<file path="src/sv/obef_pkg.sv">
`timescale 1ns / 1ps

package obef_pkg;

  // fixed field widths
  localparam int CELL_CODE_W = 8;
  localparam int NEW_CODE_W  = 12;
  localparam int CFG_DATA_W  = 11;
  localparam int CFG_INDEX_W = 2;

  // default sizes
  localparam int DEF_MAX_WIDTH  = 1024;
  localparam int DEF_MAX_HEIGHT = 1024;
  localparam int DEF_CODE_BITS  = 8;

  // smallest usable grid dimension (one border on each side plus one cell)
  localparam int MIN_DIM = 3;

  // configuration register indexes
  localparam logic [CFG_INDEX_W-1:0] REG_GRID_WIDTH  = 2'd0;
  localparam logic [CFG_INDEX_W-1:0] REG_GRID_HEIGHT = 2'd1;

  // fluid neighbour bits of the edge pattern
  localparam logic [3:0] EDGE_NONE  = 4'b0000;
  localparam logic [3:0] EDGE_LEFT  = 4'b1000;
  localparam logic [3:0] EDGE_RIGHT = 4'b0100;
  localparam logic [3:0] EDGE_UP    = 4'b0010;
  localparam logic [3:0] EDGE_DOWN  = 4'b0001;

  // result codes
  localparam logic [4:0] CODE_BAD        = 5'd0;
  localparam logic [4:0] CODE_DOWN       = 5'd9;
  localparam logic [4:0] CODE_UP         = 5'd7;
  localparam logic [4:0] CODE_RIGHT      = 5'd5;
  localparam logic [4:0] CODE_RIGHT_DOWN = 5'd17;
  localparam logic [4:0] CODE_RIGHT_UP   = 5'd15;
  localparam logic [4:0] CODE_LEFT       = 5'd3;
  localparam logic [4:0] CODE_LEFT_DOWN  = 5'd13;
  localparam logic [4:0] CODE_LEFT_UP    = 5'd11;
  localparam logic [NEW_CODE_W-1:0] CODE_INTERIOR = 12'd1;

  // control that travels with an item through the first stage
  typedef struct packed {
    logic has_res;     // item produces a result for the row below
    logic write_en;    // item stores its cell in the line buffer
    logic drain;       // item drains the top row
    logic first_col;   // no left neighbour
    logic last_col;    // no right neighbour
    logic has_down;    // down neighbour lies inside the grid
    logic last_frame;  // result is the final cell of the grid
  } seq_ctl_t;

  // fixed code of an admissible edge pattern, CODE_BAD otherwise
  function automatic logic [4:0] edge_code(input logic [3:0] pat);
    logic [4:0] code;
    case (pat)
      EDGE_DOWN:              code = CODE_DOWN;
      EDGE_UP:                code = CODE_UP;
      EDGE_RIGHT:             code = CODE_RIGHT;
      EDGE_RIGHT | EDGE_DOWN: code = CODE_RIGHT_DOWN;
      EDGE_RIGHT | EDGE_UP:   code = CODE_RIGHT_UP;
      EDGE_LEFT:              code = CODE_LEFT;
      EDGE_LEFT | EDGE_DOWN:  code = CODE_LEFT_DOWN;
      EDGE_LEFT | EDGE_UP:    code = CODE_LEFT_UP;
      default:                code = CODE_BAD;
    endcase
    return code;
  endfunction

endpackage

</file>
<file path="src/sv/obef_classify.sv">
`timescale 1ns / 1ps

module obef_classify
  import obef_pkg::*;
#(
  parameter int CODE_BITS = DEF_CODE_BITS
) (
  input  logic                  clk,
  input  logic                  rst,
  input  logic                  s2_valid,
  input  logic [CODE_BITS-1:0]  s2_center,
  input  logic [3:0]            s2_pattern,
  input  logic                  s2_last,
  input  logic                  s3_en,
  output logic                  s3_valid,
  output logic [NEW_CODE_W-1:0] new_code,
  output logic                  bad_edges,
  output logic                  last_of_frame
);

  localparam int SumW = (CODE_BITS + 4 > NEW_CODE_W) ? CODE_BITS + 4 : NEW_CODE_W;

  logic [4:0]            tbl;
  logic [CODE_BITS-1:0]  base;
  logic [SumW-1:0]       sum;
  logic [NEW_CODE_W-1:0] code_next;
  logic                  bad_next;

  // 16 * (b - 1) plus the pattern code
  always_comb begin
    tbl  = edge_code(s2_pattern);
    base = s2_center - CODE_BITS'(1);
    sum  = SumW'({base, 4'b0000}) + SumW'(tbl);
  end

  // obstacle classification
  always_comb begin
    code_next = '0;
    bad_next  = 1'b0;
    if (s2_center != '0) begin
      if (s2_pattern == EDGE_NONE) begin
        code_next = CODE_INTERIOR;
      end else if (tbl != CODE_BAD) begin
        code_next = sum[NEW_CODE_W-1:0];
      end else begin
        bad_next = 1'b1;
      end
    end
  end

  // output stage: valid bit
  always_ff @(posedge clk) begin
    if (rst) begin
      s3_valid <= 1'b0;
    end else if (s3_en) begin
      s3_valid <= s2_valid;
    end
  end

  // output stage: payload
  always_ff @(posedge clk) begin
    if (s3_en) begin
      new_code      <= code_next;
      bad_edges     <= bad_next;
      last_of_frame <= s2_last;
    end
  end

  // a flagged cell never carries a code
  a_bad_zero: assert property (@(posedge clk) disable iff (rst)
    s3_valid && bad_edges |-> (new_code == '0))
    else $error("bad edge pattern with nonzero code");

endmodule

</file>
<file path="config.mk">
export PLATFORM = sky130hd
export DESIGN_NAME = obef_classify
export DESIGN_NICKNAME = d
export VERILOG_FILES = /design/src/sv/obef_pkg.sv /design/src/sv/obef_classify.sv
export SDC_FILE = /design/constraint.sdc
export NUM_CORES = 1
export LEC_CHECK = 0
export BUFFER_PORTS_ARGS = -buffer_cell sky130_fd_sc_hd__buf_4
export CORE_MARGIN = 3
export CORE_UTILIZATION = 45
export DETAILED_ROUTE_END_ITERATION = 7
export PLACE_DENSITY = 0.75
export SKIP_CTS_REPAIR_TIMING = 1
export SLEW_MARGIN = 40
export SYNTH_ARGS = -nofsm -noshare
export SYNTH_HDL_FRONTEND = slang
export SYNTH_SLANG_ARGS = --single-unit
</file>
<file path="constraint.sdc">
create_clock -name clk -period 6 [get_ports clk]
set_input_delay 1.2 -clock clk [delete_from_list [all_inputs] [get_ports clk]]
set_output_delay 1.2 -clock clk [all_outputs]
set_load 0.01 [all_outputs]
</file>
==> impl_metrics.tcl <==
set metrics [dict create \
    status "finished clean" \
    drive_gt1_share_pct 31.2 \
    placedCellCount 165 \
    cts_buffers 3 \
    die_y_um 55.5 \
    setup_tns_ns 0 \
    final_cell_mix "buf_4, nor2_1, edfxtp_1" \
    design_area_mm2 0.00137 \
    synthCells 110 \
    finalClockSkew_ns 0 \
    p_int_mw 0.187 \
    die_w_um 55.5 \
    diodes 0 \
    io_buffers 31 \
    synth.distinct_cells 37 \
    grt.total_usage_pct 13.6 \
    ys_ff_latch 15 \
    p_per_area_mw_per_mm2 185 \
    p_comb_share_pct 27.9 \
    nets 168 \
    start_util_pct 48.4 \
    setup_viol 0 \
    synth_edf_count 14 \
    cts_root_buf "clkbuf_4" \
    wl_per_cell_um 12.1 \
    synth-adder-area-share_pct 10.2 \
    crit_required_ns 6.03 \
    endpoint_kind "flip-flop" \
    gp_congestion 0.849 \
    slew_violations 0 \
    p_seq_share_pct 50.8 \
    ioPinCount 32 \
    rr_startpoint "s3_valid" \
    fin_crit_sh_pct 46.8 \
    vias 858 \
    routed_via_density 5.08 \
    finalNonFillerCells 169 \
    drt_wl_total_um 2040 \
    endpoint "new_code[10]" \
    area.growth.synth_to_final_pct 24.6 \
    ant_nets 0 \
    ff2ff_path_depth 2 \
    place_area_mm2 0.00135 \
    crit_path_start_kind "primary input" \
    postSynthAreaPerCell_um2 10.0 \
    synthArstFlopShare_pct 0 \
    ys.flop_type "edfxtp_1" \
    row_count 17 \
    core_mm2 0.00228 \
    drv_cap 0 \
    ir_drop_uv 92.9 \
    antenna_found_initial 0 \
    grt_pass1_vias 801 \
    grt_setup_unrepaired "no" \
    rrSetupSlack_ns 5.40 \
    path_clk_slew_ns 0.08 \
    muxShareOfSynthArea_pct 1.82 \
    die_area_mm2 0.00308 \
    timing.critical_path.from "s2_pattern[1]" \
    synth_top_family_by_area "simple AND/OR/NAND/NOR gates" \
    cellLeakagePower_nw 0.578 \
    synthSimpleGateAreaFrac_pct 20.3 \
    grt-ovfl-total 0 \
    relSlewSlack_pct 73.5 \
    synth_xor_area_share_pct 8.74 \
    swShare_pct 26.4 \
    final_common_cell "buf_4" \
    power_mw 0.254 \
    fin_crit_ns 2.81 \
    clock-sinks 15 \
    fmax_ghz 0.356 \
    dr.pass1.iters 4 \
    cts_tree "done" \
    syn_area_mm2 0.00110 \
    cts_max_level 1 \
    drc 0 \
    path_class "in -> reg" \
    first_iter_violations 24 \
    hold_class "reg -> reg" \
    synth_compound_area_share_pct 14.5 \
    crit_arrival_ns 2.84 \
    cts_max_path_buffers 2 \
    synth_fp_nets 136 \
    hold_violations 0 \
    seq_area_frac_synth_pct 40.0 \
    tightest_slew_ns 0.393 \
    synthesis.yosys.warnings 0 \
    p_switching_mw 0.0672 \
    path_max_fanout 4 \
    clk_latency_ns 0.28 \
    grt_max_degree 16 \
    grt_pass1_wl_um 3400 \
    reg2reg_to "s3_valid" \
    p_clk_share_pct 21.3 \
]
metrics by stage:
stage / hold WS [ns] / utilization (%) / worst slack (ns)
2_1_floorplan: 0.528 / - / 3.10
3_3_place_gp: 0.475 / 59.2 / 2.98
3_5_place_dp: 0.503 / 59.2 / 2.90
5_1_grt: 0.567 / 60.4 / 3.07
4_1_cts: 0.523 / 60.4 / 3.20
6_report: 0.517 / 60.4 / 3.19
power groups by stage:
stage / sequential, mW / combinational, mW / clock (mW)
after floorplan: 0.137 / 0.0337 / 0
after global placement: 0.131 / 0.0696 / 0
after detailed placement: 0.132 / 0.0713 / 0
after CTS: 0.130 / 0.0716 / 0.0564
after global routing: 0.130 / 0.0779 / 0.0615
final: 0.129 / 0.0710 / 0.0541
cells by family (layout without fill, tap and decap cells):
group / Yosys count / in the layout
buffers and inverters: 11 / 42
adders and majority gates: 9 / 9
muxes: 2 / 2
and+or+nand+nor: 41 / 41
xor gates and xnor gates: 11 / 11
AOI/OAI and AO/OA: 21 / 21
DFF: 15 / 15
routing by layer:
layer | GRT usage [%] | vias to the layer above | routed length, um
met4 | 7.29 | 0 | 13
li1 | - | 452 | -
met2 | 24.5 | 16 | 1080
met3 | 0.935 | 2 | 63
met1 | 15.9 | 388 | 884
met5 | 0 | - | 0
synth_stat cells (all sizes together), types with 2 or more instances:
| cell | instances | area [um2] |
|---|---|---|
| ha | 9 | 113 |
| o21ai | 3 | 15.0 |
| xor2 | 3 | 26.3 |
| mux2i | 2 | 20.0 |
| nand2 | 7 | 26.3 |
| a21oi | 5 | 25.0 |
| edfxtp | 14 | 420 |
| nor4 | 3 | 25.0 |
| nor2 | 17 | 66.3 |
| or2 | 2 | 15.0 |
| inv | 7 | 26.3 |
| a211oi | 2 | 15.0 |
| clkbuf | 3 | 11.3 |
| o22ai | 2 | 26.3 |
| nand2b | 5 | 31.3 |
| a211o | 2 | 18.8 |
| xnor2 | 8 | 70.1 |
| o22a | 2 | 17.5 |
flip-flops by register name, indices dropped and copies added, names as in the netlist:
| signal | cells |
|---|---|
| new_code | 12 |
| bad_edges | 1 |
| last_of_frame | 1 |
| s3_valid | 1 |
how the worst min path moves through the flow:
stage | start | slack, ns | depth (start not counted) | to
2_1_floorplan | s3_valid | 0.53 | 2 | s3_valid
3_3_place_gp | s3_valid | 0.48 | 2 | s3_valid
3_5_place_dp | s3_valid | 0.50 | 2 | s3_valid
4_1_cts | s3_valid | 0.52 | 2 | s3_valid
5_1_grt | s3_valid | 0.57 | 2 | s3_valid
6_report | s3_valid | 0.52 | 2 | s3_valid
cell type report:
cell class | instances | area [um2]
multi-input combinational | 84 | 613
inverter | 7 | 26.3
tap | 28 | 35.0
clock buffer | 4 | 26.3
timing repair buffer | 31 | 233
sequential | 15 | 440
fill | 186 | 902
worst max-delay path: stages:
cell and delay, ns:
buf_4 0.12, inv_1 0.09, ha_1 0.19, nand2_1 0.06, nor2_1 0.09, ha_1 0.22
ha_1 0.25, nand2_1 0.09, o31ai_1 0.32, xnor2_1 0.16, nor2_1 0.05
Power figures use the tool's default switching activity.
