## config.mk

```make
export PLATFORM = sky130hd
export DESIGN_NAME = obef_seq
export DESIGN_NICKNAME = d
export VERILOG_FILES = /design/src/sv/obef_pkg.sv /design/src/sv/obef_seq.sv
export SDC_FILE = /design/constraint.sdc
export NUM_CORES = 1
export LEC_CHECK = 0
export ABC_AREA = 1
export BUFFER_PORTS_ARGS = -buffer_cell sky130_fd_sc_hd__buf_2
export CAP_MARGIN = 20
export CORE_ASPECT_RATIO = 1.2
export CORE_UTILIZATION = 30
export DETAILED_ROUTE_END_ITERATION = 6
export PLACE_DENSITY_LB_ADDON = 0.08
export SYNTH_ARGS = -nofsm -noshare
export SYNTH_HDL_FRONTEND = slang
export SYNTH_SLANG_ARGS = --single-unit
```

## constraint.sdc

```tcl
create_clock -name clk -period 2 [get_ports clk]
set_clock_uncertainty 0.05 [all_clocks]
set_input_delay 0.4 -clock clk [delete_from_list [all_inputs] [get_ports clk]]
set_output_delay 0.4 -clock clk [all_outputs]
set_load 0.1 [all_outputs]
```

## src/sv/obef_pkg.sv

```systemverilog
`timescale 1ns / 1ps

package obef_pkg;

  // fixed field widths
  localparam int CELL_CODE_W = 8;
  localparam int NEW_CODE_W  = 12;
  localparam int CFG_DATA_W  = 11;
  localparam int CFG_INDEX_W = 2;

  // default sizes
  localparam int DEF_MAX_WIDTH  = 1024;
  localparam int DEF_MAX_HEIGHT = 1024;
  localparam int DEF_CODE_BITS  = 8;

  // smallest usable grid dimension (one border on each side plus one cell)
  localparam int MIN_DIM = 3;

  // configuration register indexes
  localparam logic [CFG_INDEX_W-1:0] REG_GRID_WIDTH  = 2'd0;
  localparam logic [CFG_INDEX_W-1:0] REG_GRID_HEIGHT = 2'd1;

  // fluid neighbour bits of the edge pattern
  localparam logic [3:0] EDGE_NONE  = 4'b0000;
  localparam logic [3:0] EDGE_LEFT  = 4'b1000;
  localparam logic [3:0] EDGE_RIGHT = 4'b0100;
  localparam logic [3:0] EDGE_UP    = 4'b0010;
  localparam logic [3:0] EDGE_DOWN  = 4'b0001;

  // result codes
  localparam logic [4:0] CODE_BAD        = 5'd0;
  localparam logic [4:0] CODE_DOWN       = 5'd9;
  localparam logic [4:0] CODE_UP         = 5'd7;
  localparam logic [4:0] CODE_RIGHT      = 5'd5;
  localparam logic [4:0] CODE_RIGHT_DOWN = 5'd17;
  localparam logic [4:0] CODE_RIGHT_UP   = 5'd15;
  localparam logic [4:0] CODE_LEFT       = 5'd3;
  localparam logic [4:0] CODE_LEFT_DOWN  = 5'd13;
  localparam logic [4:0] CODE_LEFT_UP    = 5'd11;
  localparam logic [NEW_CODE_W-1:0] CODE_INTERIOR = 12'd1;

  // control that travels with an item through the first stage
  typedef struct packed {
    logic has_res;     // item produces a result for the row below
    logic write_en;    // item stores its cell in the line buffer
    logic drain;       // item drains the top row
    logic first_col;   // no left neighbour
    logic last_col;    // no right neighbour
    logic has_down;    // down neighbour lies inside the grid
    logic last_frame;  // result is the final cell of the grid
  } seq_ctl_t;

  // fixed code of an admissible edge pattern, CODE_BAD otherwise
  function automatic logic [4:0] edge_code(input logic [3:0] pat);
    logic [4:0] code;
    case (pat)
      EDGE_DOWN:              code = CODE_DOWN;
      EDGE_UP:                code = CODE_UP;
      EDGE_RIGHT:             code = CODE_RIGHT;
      EDGE_RIGHT | EDGE_DOWN: code = CODE_RIGHT_DOWN;
      EDGE_RIGHT | EDGE_UP:   code = CODE_RIGHT_UP;
      EDGE_LEFT:              code = CODE_LEFT;
      EDGE_LEFT | EDGE_DOWN:  code = CODE_LEFT_DOWN;
      EDGE_LEFT | EDGE_UP:    code = CODE_LEFT_UP;
      default:                code = CODE_BAD;
    endcase
    return code;
  endfunction

endpackage

```

## src/sv/obef_seq.sv

```systemverilog
`timescale 1ns / 1ps

module obef_seq
  import obef_pkg::*;
#(
  parameter int MAX_WIDTH  = DEF_MAX_WIDTH,
  parameter int MAX_HEIGHT = DEF_MAX_HEIGHT,
  parameter int CODE_BITS  = DEF_CODE_BITS
) (
  input  logic                          clk,
  input  logic                          rst,
  input  logic                          cfg_write,
  input  logic [CFG_INDEX_W-1:0]        cfg_index,
  input  logic [CFG_DATA_W-1:0]         cfg_data,
  input  logic                          in_valid,
  input  logic [CELL_CODE_W-1:0]        cell_code,
  input  logic                          flush,
  input  logic                          s1_en,
  output logic                          s1_load,
  output logic [$clog2(MAX_WIDTH)-1:0]  rd_addr,
  output logic                          s1_valid,
  output seq_ctl_t                      s1_ctl,
  output logic [$clog2(MAX_WIDTH)-1:0]  s1_col,
  output logic [CODE_BITS-1:0]          s1_code
);

  localparam int ColW = $clog2(MAX_WIDTH);
  localparam int WidW = $clog2(MAX_WIDTH + 1);
  localparam int RowW = $clog2(MAX_HEIGHT + 1);

  logic [WidW-1:0] grid_w;
  logic [RowW-1:0] grid_h;
  logic [ColW-1:0] col;
  logic [RowW-1:0] row;

  logic [WidW-1:0] w_clamped;
  logic [RowW-1:0] h_clamped;
  logic            drain;
  logic            last_col;
  logic            active;
  seq_ctl_t        ctl_next;

  // clamp written dimensions to the usable range
  always_comb begin
    if (cfg_data < CFG_DATA_W'(MIN_DIM)) begin
      w_clamped = WidW'(MIN_DIM);
    end else if (32'(cfg_data) > 32'(MAX_WIDTH)) begin
      w_clamped = WidW'(MAX_WIDTH);
    end else begin
      w_clamped = WidW'(cfg_data);
    end
    if (cfg_data < CFG_DATA_W'(MIN_DIM)) begin
      h_clamped = RowW'(MIN_DIM);
    end else if (32'(cfg_data) > 32'(MAX_HEIGHT)) begin
      h_clamped = RowW'(MAX_HEIGHT);
    end else begin
      h_clamped = RowW'(cfg_data);
    end
  end

  // position decode of the next item
  always_comb begin
    drain    = (row == grid_h);
    last_col = ((WidW'(col) + WidW'(1)) == grid_w);
    active   = drain || !flush;
    s1_load  = in_valid && s1_en && active;
    rd_addr  = last_col ? '0 : col + ColW'(1);

    ctl_next.has_res    = drain || (row != '0);
    ctl_next.write_en   = !drain;
    ctl_next.drain      = drain;
    ctl_next.first_col  = (col == '0);
    ctl_next.last_col   = last_col;
    ctl_next.has_down   = drain || (row > RowW'(1));
    ctl_next.last_frame = drain && last_col;
  end

  // dimension registers and raster counters
  always_ff @(posedge clk) begin
    if (rst) begin
      grid_w <= WidW'(MAX_WIDTH);
      grid_h <= RowW'(MAX_HEIGHT);
      col    <= '0;
      row    <= '0;
    end else if (cfg_write && (cfg_index == REG_GRID_WIDTH)) begin
      grid_w <= w_clamped;
      col    <= '0;
      row    <= '0;
    end else if (cfg_write && (cfg_index == REG_GRID_HEIGHT)) begin
      grid_h <= h_clamped;
      col    <= '0;
      row    <= '0;
    end else if (s1_load) begin
      if (last_col) begin
        col <= '0;
        row <= drain ? '0 : row + RowW'(1);
      end else begin
        col <= col + ColW'(1);
      end
    end
  end

  // first pipeline stage: valid bit
  always_ff @(posedge clk) begin
    if (rst) begin
      s1_valid <= 1'b0;
    end else if (s1_en) begin
      s1_valid <= in_valid && active;
    end
  end

  // first pipeline stage: payload
  always_ff @(posedge clk) begin
    if (s1_load) begin
      s1_ctl  <= ctl_next;
      s1_col  <= col;
      s1_code <= CODE_BITS'(cell_code);
    end
  end

  // register write restarts the frame
  a_cfg_restart: assert property (@(posedge clk) disable iff (rst)
    cfg_write && ((cfg_index == REG_GRID_WIDTH) || (cfg_index == REG_GRID_HEIGHT))
    |=> (col == '0) && (row == '0))
    else $error("frame not restarted after register write");

  // row counter never passes the drain row
  a_row_range: assert property (@(posedge clk) disable iff (rst)
    row <= grid_h)
    else $error("row counter beyond grid height");

  // column counter stays inside the row
  a_col_range: assert property (@(posedge clk) disable iff (rst)
    WidW'(col) < grid_w)
    else $error("column counter beyond grid width");

endmodule

```

==> results of run 1 <==
==> stage by stage <==
step | total power, mW | hold WS, ps
4_1_cts | 3.82 | 173
5_1_grt | 3.97 | 168
2_1_floorplan | 1.96 | 409
3_3_place_gp | 2.20 | 427
6_report | 3.82 | 186
3_5_place_dp | 2.20 | 425
==> what timing repair did <==
action                                 in CTS  in global routing
gates resized for setup                    24                 35
endpoints found under the hold margin       0                  0
setup endpoints to repair                  22                 49
pin swaps                                   9                 19
cloned                                      0                  1
buffers inserted                            8                  4
hold buffers                                0                  0
==> cell type report <==
cell class	count	area (um2)	area share
timing repair buffer	145	1150	0.210
clock inverter	5	51.3	0.00935
sequential	69	1670	0.304
clock buffer	11	243	0.0442
tap	157	196	0.0358
inverter	60	250	0.0456
multi-input combinational	331	1930	0.351
==> report_power, final <==
part | switching [mW] | leakage [nW] | internal [mW]
registers | 0.0356 | 0.596 | 1.50
clock network | 0.613 | 0.143 | 0.991
logic | 0.440 | 1.60 | 0.240
total | 1.09 | 2.34 | 2.73
==> layer usage <==
metal / global-route usage / up-vias / routed length [um]
li1: - / 1838 / -
met2: 0.297 / 69 / 5110
met5: 0 / - / 0
met4: 0.0705 / 0 / 231
met3: 0.0338 / 18 / 336
met1: 0.213 / 1624 / 4600
==> kinds of logic (layout without fill, tap and decap cells) <==
| kind of cell | count (synthesis) | after routing |
|---|---|---|
| DFF | 69 | 69 |
| buffers and inverters | 73 | 221 |
| xor gates and xnor gates | 17 | 17 |
| adders and majority gates | 5 | 5 |
| and+or+nand+nor | 233 | 234 |
| AOI/OAI and AO/OA | 75 | 75 |
==> cell usage in the layout, fill, tap and decap left out, types with 7 or more instances in the layout <==
| cell type | n |
|---|---|
| nand2_1 | 96 |
| buf_4 | 74 |
| buf_2 | 52 |
| inv_1 | 47 |
| nor2_1 | 37 |
| nand3_1 | 34 |
| a21oi_1 | 34 |
| o21ai_0 | 33 |
| dfxtp_1 | 25 |
| edfxtp_1 | 25 |
| dfxtp_2 | 15 |
| buf_12 | 14 |
| nand3_2 | 10 |
| nor2_2 | 10 |
| nor2_4 | 10 |
| xor2_1 | 9 |
| clkbuf_16 | 9 |
| nor3_1 | 8 |
| clkinvlp_4 | 7 |
==> worst max-delay path, cell delays in order, from the launching register on <==
cell	delay, ps
dfxtp_4	380
ha_4	150
nand2_4	70
nor2_8	140
nand3_1	80
nand3_1	130
nand2_4	80
nor2_4	90
nand2_1	90
nor2_4	170
nand2_8	110
nand2_2	110
clkinvlp_4	90
buf_12	170
==> cells in the mapped netlist <==
| master | count |
|---|---|
| o21ai_0 | 34 |
| buf_2 | 2 |
| buf_6 | 1 |
| nor4_1 | 3 |
| nor2_8 | 1 |
| clkinv_1 | 2 |
| nand4_1 | 6 |
| nor3_1 | 8 |
| xnor2_1 | 8 |
| inv_1 | 58 |
| edfxtp_1 | 25 |
| a21oi_1 | 35 |
| o21ai_1 | 1 |
| nand2_1 | 104 |
| nand2_2 | 3 |
| nand3_1 | 39 |
| xor2_1 | 9 |
| dfxtp_1 | 44 |
| clkbuf_1 | 8 |
| nand3b_1 | 3 |
| nand2_4 | 1 |
| a21oi_2 | 1 |
| or2_2 | 1 |
| nand3_2 | 7 |
| a31oi_1 | 1 |
| nor2_4 | 3 |
| o211ai_1 | 3 |
| nor2_1 | 52 |
| ha_1 | 5 |
| buf_4 | 2 |
| nor2_2 | 2 |
==> registers in the layout, indices dropped and copies added (netlist names) <==
register,cells
s1_col,10
col,10
s1_valid,1
row,11
grid_w,11
s1_code,8
s1_ctl,7
grid_h,11
==> worst max-delay path by stage <==
stage               slack [ps]  cells after the start                 from          to
floorplan                 -360                     12  col[1]$_SDFFE_PP0P_  rd_addr[6]
global placement          -330                     12  col[5]$_SDFFE_PP0P_  rd_addr[6]
detailed placement        -360                     13  col[0]$_SDFFE_PP0P_  rd_addr[0]
CTS                       -620                     14  col[1]$_SDFFE_PP0P_  rd_addr[5]
global route              -790                     13  col[1]$_SDFFE_PP0P_  rd_addr[7]
finish                    -660                     13  col[1]$_SDFFE_PP0P_  rd_addr[7]
==> run summary, run 1 <==
Top-Level Pins - 64
Violated checks - setup timing
Final #Nets - 648
Distinct cells, synth - 31
Wire per inst - 13.2 um
Compound-Gate Fraction of Synth Area - 0.108
Via count of the first global-routing pass - 3306
Fill cells - 1195
Adder and majority cell fraction of the synthesized area - 0.0174
Maximum level of the CTS H-tree - 3
Area enclosed by the die boundary - 12400 um2
Required time of the critical path - 1550 ps
Detailed-route DRC error count - 0
Setup repair after global routing missed its margin - yes
First-pass GRT wire length - 16200 um
Final critical-path setup slack - -662 ps
Mapped Area - 3590 um2
Rel. slew slack - 0.678
Transition time at the pin with the least slew margin - 487 ps
Port Buffer Count - 63
Weighted congestion at the end of routability-driven global placement - 0.891
Synth Instances - 472
Static leakage power - 2.34 nW
Starting utilization of the core area - 0.309
Largest family of logic cells by synthesized area - simple AND/OR/NAND/NOR gates
Instance area after placement - 4880 um2
Portion of netlist area occupied by mux cells - 0
Fraction of synthesized cell area in xor and xnor cells - 0.0414
Layout overhead on the synthesized area - 52.6%
Detailed Route Iter0 Violations - 110
Fmax - 376 MHz
Worst voltage drop across the vdd grid - 0.372 mV
Largest cells by area after synthesis - dfxtp_1 25%, edfxtp_1 21%, nand2_1 11%
Sum of negative setup slack - -8460 ps
Run status - complete, but fails checks
Synth Register Bits - 69
Cell count of the worst reg-to-reg path - 17
Post-synthesis sequential area ratio - 0.454
Via count of the routed design - 3549
Core Util, Final - 0.472
Net count after synthesis - 504
Number of hold violations in the final report - 0
Detail Route Antenna Nets - 0
Die width - 102 um
Total routing usage reported by global routing - 0.174
Number of antenna violations at the first check in global routing - 0
Post-detailed-placement half-perimeter wirelength - 7660 um
Count of synthesis-stage warnings from yosys - 0
Average vias per placed instance - 4.56
Total wire length after detailed routing - 10300 um
Total congestion overflow after global routing - 0
Mean post-synth cell area - 7.62 um2
Root cell of the clock tree - clkbuf_16
Placement-stage worst setup slack - -358 ps
Post-synth top area share - 0.245
Area inside the core boundary - 11600 um2
Critical Path Fanout Max - 7
Register-to-register setup slack - -230 ps
Pre-antenna DRT Iters - 4
Kind of start point of the critical path - register
Period Utilization, post-route - 1.33
Total CTS buffers - 9
Final Max Tran Viols - 0
Share of cells above drive strength 1 - 0.395
Endpoint kind of the worst setup timing path - output pin
Basic-gate share of the synthesized area counting and, or, nand and nor cells - 0.298
Endpoint of the worst-slack reg-to-reg timing path - row[0]$_SDFFE_PP0P_
Hold depth - 1
Hold Crit Start - cell_code[3]
Kind of critical path - register to output pin
Number of buffers between clock root and the deepest sink - 2
Number of max-cap violations - 0
Pwr Density - 697 nW/um2
Data arrival time of the critical path - 2210 ps
Filler-free cell count of the finished design - 778
# placed instances - 749
Post-layout minimum cycle time - 2660 ps
Final std cell area, no fill - 5490 um2
Endpoints failing setup - 21
Pin count of the biggest net entering global routing - 19
CTS clk-pin slew, worst paths - 60 ps
Sink count of the clock tree - 69
Number of placement rows - 43
Number of diodes - 0
Largest area contributor in the netlist - dfxtp_1
Clock latency reported for the late side of the worst-skew pair - 330 ps
Startpoint of the lowest-slack register-to-register path - col[1]$_SDFFE_PP0P_
Endpoint, Worst Hold - s1_code[3]$_DFFE_PP_
Die boundary height - 122 um
Clock tree from TritonCTS - built
Hold Crit Class - primary input to register
(Power assumes the default switching activity.)
==> run 2: changes to the inputs <==
--- a/config.mk
+++ b/config.mk
@@ -11,7 +11,6 @@
 export CORE_ASPECT_RATIO = 1.2
 export CORE_UTILIZATION = 30
 export DETAILED_ROUTE_END_ITERATION = 6
-export PLACE_DENSITY_LB_ADDON = 0.08
 export SYNTH_ARGS = -nofsm -noshare
 export SYNTH_HDL_FRONTEND = slang
 export SYNTH_SLANG_ARGS = --single-unit
==> run 2 against run 1 <==
The flow still finishes with violations (setup timing). Clock-buffer cell count up 1. Setup slack better by 5.5 ps. Wire length is 2.3% lower. First-iteration DRC count is 80% higher. Largest cell class unchanged. Combinational power barely moved. Via count rose by 2.6%. Cell area up 0.34%. Non-clock buffer count down 1. Die area is the same. Sequential power about the same.
==> run summary, run 2 (synthesized netlist as in run 1, its figures left out) <==
Fmax - 376 MHz (+0.21%)
Core Util, Final - 0.474 (+0.00161)
Rel. slew slack - 0.675 (-0.00234)
Worst hold slack across all endpoints - 192 ps (+6.55 ps)
Pre-antenna DRT Iters - 5 (+1)
Weighted congestion at the end of routability-driven global placement - 0.884 (-0.79%)
Total routing usage reported by global routing - 0.164 (-0.00943)
Via count of the first global-routing pass - 3462 (+4.7%)
Starting utilization of the core area - 0.309 (unchanged)
Number of buffers between clock root and the deepest sink - 2 (unchanged)
Pin count of the biggest net entering global routing - 19 (unchanged)
Detail Route Antenna Nets - 0 (unchanged)
Required time of the critical path - 1550 ps (about the same)
Sink count of the clock tree - 69 (unchanged)
Setup repair after global routing missed its margin - yes
Average vias per placed instance - 4.68 (+2.7%)
Post-layout minimum cycle time - 2660 ps (-5.47 ps)
Kind of start point of the critical path - register
Endpoints failing setup - 23 (+9.5%)
Commonest non-fill, non-tap cell in the layout - nand2_1
Hold Crit Class - primary input to register
Gate power share - 0.180 (+0.002)
Clock latency reported for the late side of the worst-skew pair - 330 ps (about the same)
Area enclosed by the die boundary - 12400 um2 (unchanged)
Most frequent cells in the layout - 88 x nand2_1, 76 x buf_4, 52 x buf_2, 46 x inv_1, 37 x nor2_1
First-pass GRT wire length - 15600 um (-3.8%)
Data arrival time of the critical path - 2210 ps (about the same)
Switching share of total power - 0.287 (+0.00210)
Total congestion overflow after global routing - 0 (unchanged)
Post-CTS Hold Buffers - 0 (unchanged)
Detailed-route DRC error count - 0 (unchanged)
Final Max Tran Viols - 0 (unchanged)
Period Utilization, post-route - 1.33 (-0.00274)
Post-detailed-placement half-perimeter wirelength - 7300 um (-4.7%)
Number of max-cap violations - 0 (unchanged)
Share of cells above drive strength 1 - 0.405 (+0.0103)
P_int - 2.70 mW (-1.3%)
Placement-stage worst setup slack - -372 ps (-13.5 ps)
Number of diodes - 0 (unchanged)
Clock tree from TritonCTS - built
Number of antenna violations at the first check in global routing - 0 (unchanged)
Maximum level of the CTS H-tree - 3 (unchanged)
Total CTS buffers - 9 (unchanged)
Number of hold violations in the final report - 0 (unchanged)
Violated checks - setup timing
Relative contribution of the clock network to total power - 0.414 (-0.006)
Wire per inst - 12.9 um (-2.1%)
Switch Pwr - 1.09 mW (-0.28%)
Die boundary height - 122 um (unchanged)
Kind of critical path - register to output pin
Top-Level Pins - 64 (unchanged)
Largest regs - grid_h: 11 flops, grid_w: 11 flops, row: 11 flops
Final #Nets - 647 (-0.15%)
Die width - 102 um (unchanged)
Port Buffer Count - 63 (unchanged)
Final critical-path setup slack - -657 ps (+5.47 ps)
Run status - complete, but fails checks
Detailed Route Iter0 Violations - 198 (+80%)
Number of placement rows - 43 (unchanged)
Static leakage power - 2.31 nW (-1.2%)
Worst voltage drop across the vdd grid - 0.348 mV (-6.3%)
Area inside the core boundary - 11600 um2 (unchanged)
Endpoint kind of the worst setup timing path - output pin
Total wire length after detailed routing - 10000 um (-2.3%)
Via count of the routed design - 3640 (+2.6%)
Pwr Density - 688 nW/um2 (-1.3%)
Critical Path Fanout Max - 7 (unchanged)
Transition time at the pin with the least slew margin - 490 ps (+3.53 ps)
Total power - 3.79 mW (-1.0%)
Layout overhead on the synthesized area - 53.2%
CTS clk-pin slew, worst paths - 60 ps (about the same)
Root cell of the clock tree - clkbuf_16
Sequential Power Share - 0.405 (+0.002)
[run 2: cell count changes in the layout (fill, tap and decap cells not counted), sizes merged]
cell / previous run / this run
buf: 145 / 144
bufinv: 1 / 0
clkbuf: 11 / 12
clkinv: 5 / 3
inv: 52 / 54
[run 2: path summary, 6_finish.rpt]
kind,start,to,slack (ps),cells after the start
setup / recovery,col[0]$_SDFFE_PP0P_,rd_addr[2],-660,14
hold / removal,cell_code[7],s1_code[7]$_DFFE_PP_,190,1
setup reg to reg,col[4]$_SDFFE_PP0P_,row[5]$_SDFFE_PP0P_,-160,15
hold reg to reg,row[8]$_SDFFE_PP0P_,row[8]$_SDFFE_PP0P_,430,2
[run 2: layout make-up]
| cell class | instances | area (um2) |
|---|---|---|
| multi-input combinational | 331 | 1970 |
| timing repair buffer | 144 | 1130 |
| inverter | 60 | 246 |
| clock buffer | 12 | 272 |
| tap | 157 | 196 |
| fill | 1137 | 6120 |
| sequential | 69 | 1660 |
| clock inverter | 4 | 28.8 |
[run 2: metrics by stage]
step / area [um2] / instances / TNS [ps]
2_1_floorplan: 3730 / 472 / -2810
3_3_place_gp: 4870 / 747 / -3100
3_5_place_dp: 4870 / 747 / -3780
4_1_cts: 5320 / 772 / -6520
5_1_grt: 5510 / 777 / -11060
6_report: 5510 / 777 / -8000
[run 2: routing by layer]
| metal | global-route usage | part of all wire | vias to the layer above |
|---|---|---|---|
| li1 | - | - | 1836 |
| met1 | 0.195 | 0.42 | 1659 |
| met2 | 0.269 | 0.48 | 118 |
| met3 | 0.0264 | 0.048 | 27 |
| met4 | 0.117 | 0.049 | 0 |
| met5 | 0 | 0 | - |
[run 2: worst max-delay path, cell delays in order, from the launching register on]
cell,delay [ps]
dfxtp_4,380
ha_4,180
nand2_8,70
nor2_8,150
nand2_2,80
nand2_2,80
nand2_2,70
nand2_2,100
nor2_4,40
buf_4,130
nand3_4,70
nor2_4,50
buf_12,130
nor2_4,140
buf_12,190
[run 2: power groups by stage]
stage	clock network (mW)	registers [mW]	logic, mW
final	1.57	1.53	0.683
after global routing	1.64	1.54	0.735
after CTS	1.59	1.54	0.652
after detailed placement	0	1.57	0.625
after global placement	0	1.57	0.618
after floorplan	0	1.68	0.280
[run 2: what timing repair did]
action	in CTS	in global routing
pin swaps	18	24
gates cloned	0	1
buffers inserted	9	5
gates resized for setup	23	45
endpoints found under the setup margin	20	50
==> run 3: changes to the inputs <==
--- a/config.mk
+++ b/config.mk
@@ -9,8 +9,10 @@
 export BUFFER_PORTS_ARGS = -buffer_cell sky130_fd_sc_hd__buf_2
 export CAP_MARGIN = 20
 export CORE_ASPECT_RATIO = 1.2
+export CORE_MARGIN = 5
 export CORE_UTILIZATION = 30
 export DETAILED_ROUTE_END_ITERATION = 6
+export MAX_ROUTING_LAYER = met4
 export SYNTH_ARGS = -nofsm -noshare
 export SYNTH_HDL_FRONTEND = slang
 export SYNTH_SLANG_ARGS = --single-unit
==> run 3 against run 2 <==
Setup slack got worse by 42 ps. Largest cell class unchanged. Critical path type unchanged. Register-to-register slack got worse by 270 ps. Non-clock buffer count rose by 18. Clock power fell by 10%. Highest routed layer unchanged. Via count rose by 1.3%. The run still ends with setup timing left. Wire length rose by 7.1%.
==> run summary, run 3 (synthesized netlist as in run 1, its figures left out) <==
Share of cells above drive strength 1 - 0.431 (+0.0262)
Total power - 3.66 mW (-3.4%)
Total wire length after detailed routing - 10800 um (+7.1%)
Area enclosed by the die boundary - 14300 um2 (+15%)
Post-detailed-placement half-perimeter wirelength - 7720 um (+5.8%)
Fmax - 371 MHz (-1.5%)
Kind of start point of the critical path - register
Number of hold violations in the final report - 0 (unchanged)
Maximum level of the CTS H-tree - 3 (unchanged)
Static leakage power - 2.41 nW (+4.2%)
Transition time at the pin with the least slew margin - 491 ps (+0.557 ps)
Area inside the core boundary - 11700 um2 (+0.46%)
Detail Route Antenna Nets - 0 (unchanged)
Sum of negative setup slack - -10640 ps (-2640 ps)
Sink count of the clock tree - 69 (unchanged)
Clock tree from TritonCTS - built
Violated checks - setup timing
Die width - 110 um (+7.8%)
Rel. slew slack - 0.675 (about the same)
Detailed-route DRC error count - 0 (unchanged)
Starting utilization of the core area - 0.308 (-0.00143)
Final critical-path setup slack - -698 ps (-41.8 ps)
Period Utilization, post-route - 1.35 (+0.0209)
Instance area after placement - 4910 um2 (+0.93%)
Pre-antenna DRT Iters - 5 (unchanged)
Average vias per placed instance - 4.64 (-1.0%)
Hold Crit Class - primary input to register
CP Cell Sequence - buf_4 > nand2_2 > nor2_4 > nand3_2 > nand3_2 > nand2_4 > nor2_4 > nand2_2 > nor2_4 > nand2_8 > nand3_4 > clkinvlp_4 > buf_12
Endpoint kind of the worst setup timing path - output pin
Critical Path Fanout Max - 5 (-2)
Number of buffers between clock root and the deepest sink - 2 (unchanged)
Die boundary height - 130 um (+6.6%)
Via count of the first global-routing pass - 3539 (+2.2%)
First-pass GRT wire length - 17000 um (+9.0%)
Via count of the routed design - 3687 (+1.3%)
Slowest-stage cell, CP - dfxtp_4
Layout overhead on the synthesized area - 57.6%
Pwr Density - 645 nW/um2 (-6.2%)
Number of max-cap violations - 0 (unchanged)
Final #Nets - 665 (+2.8%)
Largest regs - grid_h: 11 flops, grid_w: 11 flops, row: 11 flops
Delay of the slowest cell on the worst path - 370 ps (about the same)
Number of antenna violations at the first check in global routing - 0 (unchanged)
Kind of critical path - register to output pin
Data arrival time of the critical path - 2250 ps (+40 ps)
Post-layout minimum cycle time - 2700 ps (+41.8 ps)
Endpoints failing setup - 28 (+22%)
Root cell of the clock tree - clkbuf_16
Run status - complete, but fails checks
Weighted congestion at the end of routability-driven global placement - 0.862 (-2.5%)
Fill cells - 1123 (-1.2%)
Detailed Route Iter0 Violations - 240 (+21%)
CTS clk-pin slew, worst paths - 50 ps (about the same)
Number of placement rows - 43 (unchanged)
Final Max Tran Viols - 0 (unchanged)
Clock latency reported for the late side of the worst-skew pair - 340 ps (about the same)
Number of diodes - 0 (unchanged)
Final std cell area, no fill - 5670 um2 (+2.9%)
Pin count of the biggest net entering global routing - 19 (unchanged)
Commonest non-fill, non-tap cell in the layout - buf_4
Worst voltage drop across the vdd grid - 0.334 mV (-3.9%)
Total CTS buffers - 9 (unchanged)
Total routing usage reported by global routing - 0.159 (-0.00512)
Most frequent cells in the layout - 90 x buf_4, 89 x nand2_1, 52 x buf_2, 48 x inv_1, 34 x a21oi_1
Port Buffer Count - 63 (unchanged)
Wire per inst - 13.5 um (+4.7%)
Top-Level Pins - 64 (unchanged)
Required time of the critical path - 1550 ps (about the same)
Total congestion overflow after global routing - 0 (unchanged)
Setup repair after global routing missed its margin - yes
CP most frequent cell - nor2_4
==> run 3: changes by cell type in the layout (fill, tap and decap cells not counted), moves of 3 or more <==
cell,before,now
nor2_1,37,31
buf_6,2,6
nor2_2,10,13
nor2_4,10,13
nand3_2,12,16
dfxtp_2,7,10
a21oi_1,30,34
nand3_1,31,27
clkinv_2,1,4
buf_4,76,90
a21oi_2,5,1
==> run 3: through the flow <==
step           cells  utilization  setup WS (ps)  hold slack, ps
4_1_cts          788        0.464           -650             183
5_1_grt          795        0.485           -831             176
2_1_floorplan    472            -           -359             409
6_report         795        0.485           -698             194
3_5_place_dp     753        0.421           -390             428
3_3_place_gp     753        0.421           -325             428
==> run 3: final timing paths <==
check / from / end / slack (ps) / cells past startpoint
min: cell_code[7] / s1_code[7]$_DFFE_PP_ / 190 / 1
max reg2reg: col[3]$_SDFFE_PP0P_ / row[6]$_SDFFE_PP0P_ / -430 / 16
max: col[1]$_SDFFE_PP0P_ / rd_addr[6] / -700 / 13
min reg2reg: col[6]$_SDFFE_PP0P_ / s1_col[6]$_DFFE_PP_ / 440 / 0
==> run 3: critical path, delay by kind of cell, from the launching register on <==
kind	cells	cell delay (ps)
and+or+nand+nor	10	1160
buffers and inverters	3	380
DFF	1	370
==> run 3: final cells by class <==
cell class / instances / area (um2) / share of cell area
clock inverters: 5 / 27.5 / 0.00486
flip-flops and latches: 69 / 1660 / 0.293
inverters: 60 / 244 / 0.0431
clock buffers: 11 / 233 / 0.0411
multi-input cells: 331 / 2020 / 0.357
repair buffers: 162 / 1280 / 0.227
well taps: 157 / 196 / 0.0347
==> run 3: where the power goes <==
| group | internal (mW) | total, mW | leakage, nW | switching [mW] |
|---|---|---|---|---|
| sequential | 1.50 | 1.54 | 0.595 | 0.0338 |
| clock | 0.829 | 1.41 | 0.129 | 0.582 |
| combinational | 0.250 | 0.707 | 1.69 | 0.457 |
| total | 2.58 | 3.66 | 2.41 | 1.07 |
==> run 3: repair_timing <==
action                     CTS  global route
hold buffers                 0             0
setup endpoints to repair   22            35
resized for setup           34            47
cloned                       2             0
pin swaps                   16            34
setup buffers               20            13
==> run 3: metal layers <==
| metal | GRT usage | vias up | part of all wire |
|---|---|---|---|
| li1 | - | 1875 | - |
| met1 | 0.187 | 1683 | 0.42 |
| met2 | 0.261 | 103 | 0.50 |
| met3 | 0.0302 | 26 | 0.051 |
| met4 | 0.0741 | 0 | 0.034 |
| met5 | - | - | 0 |
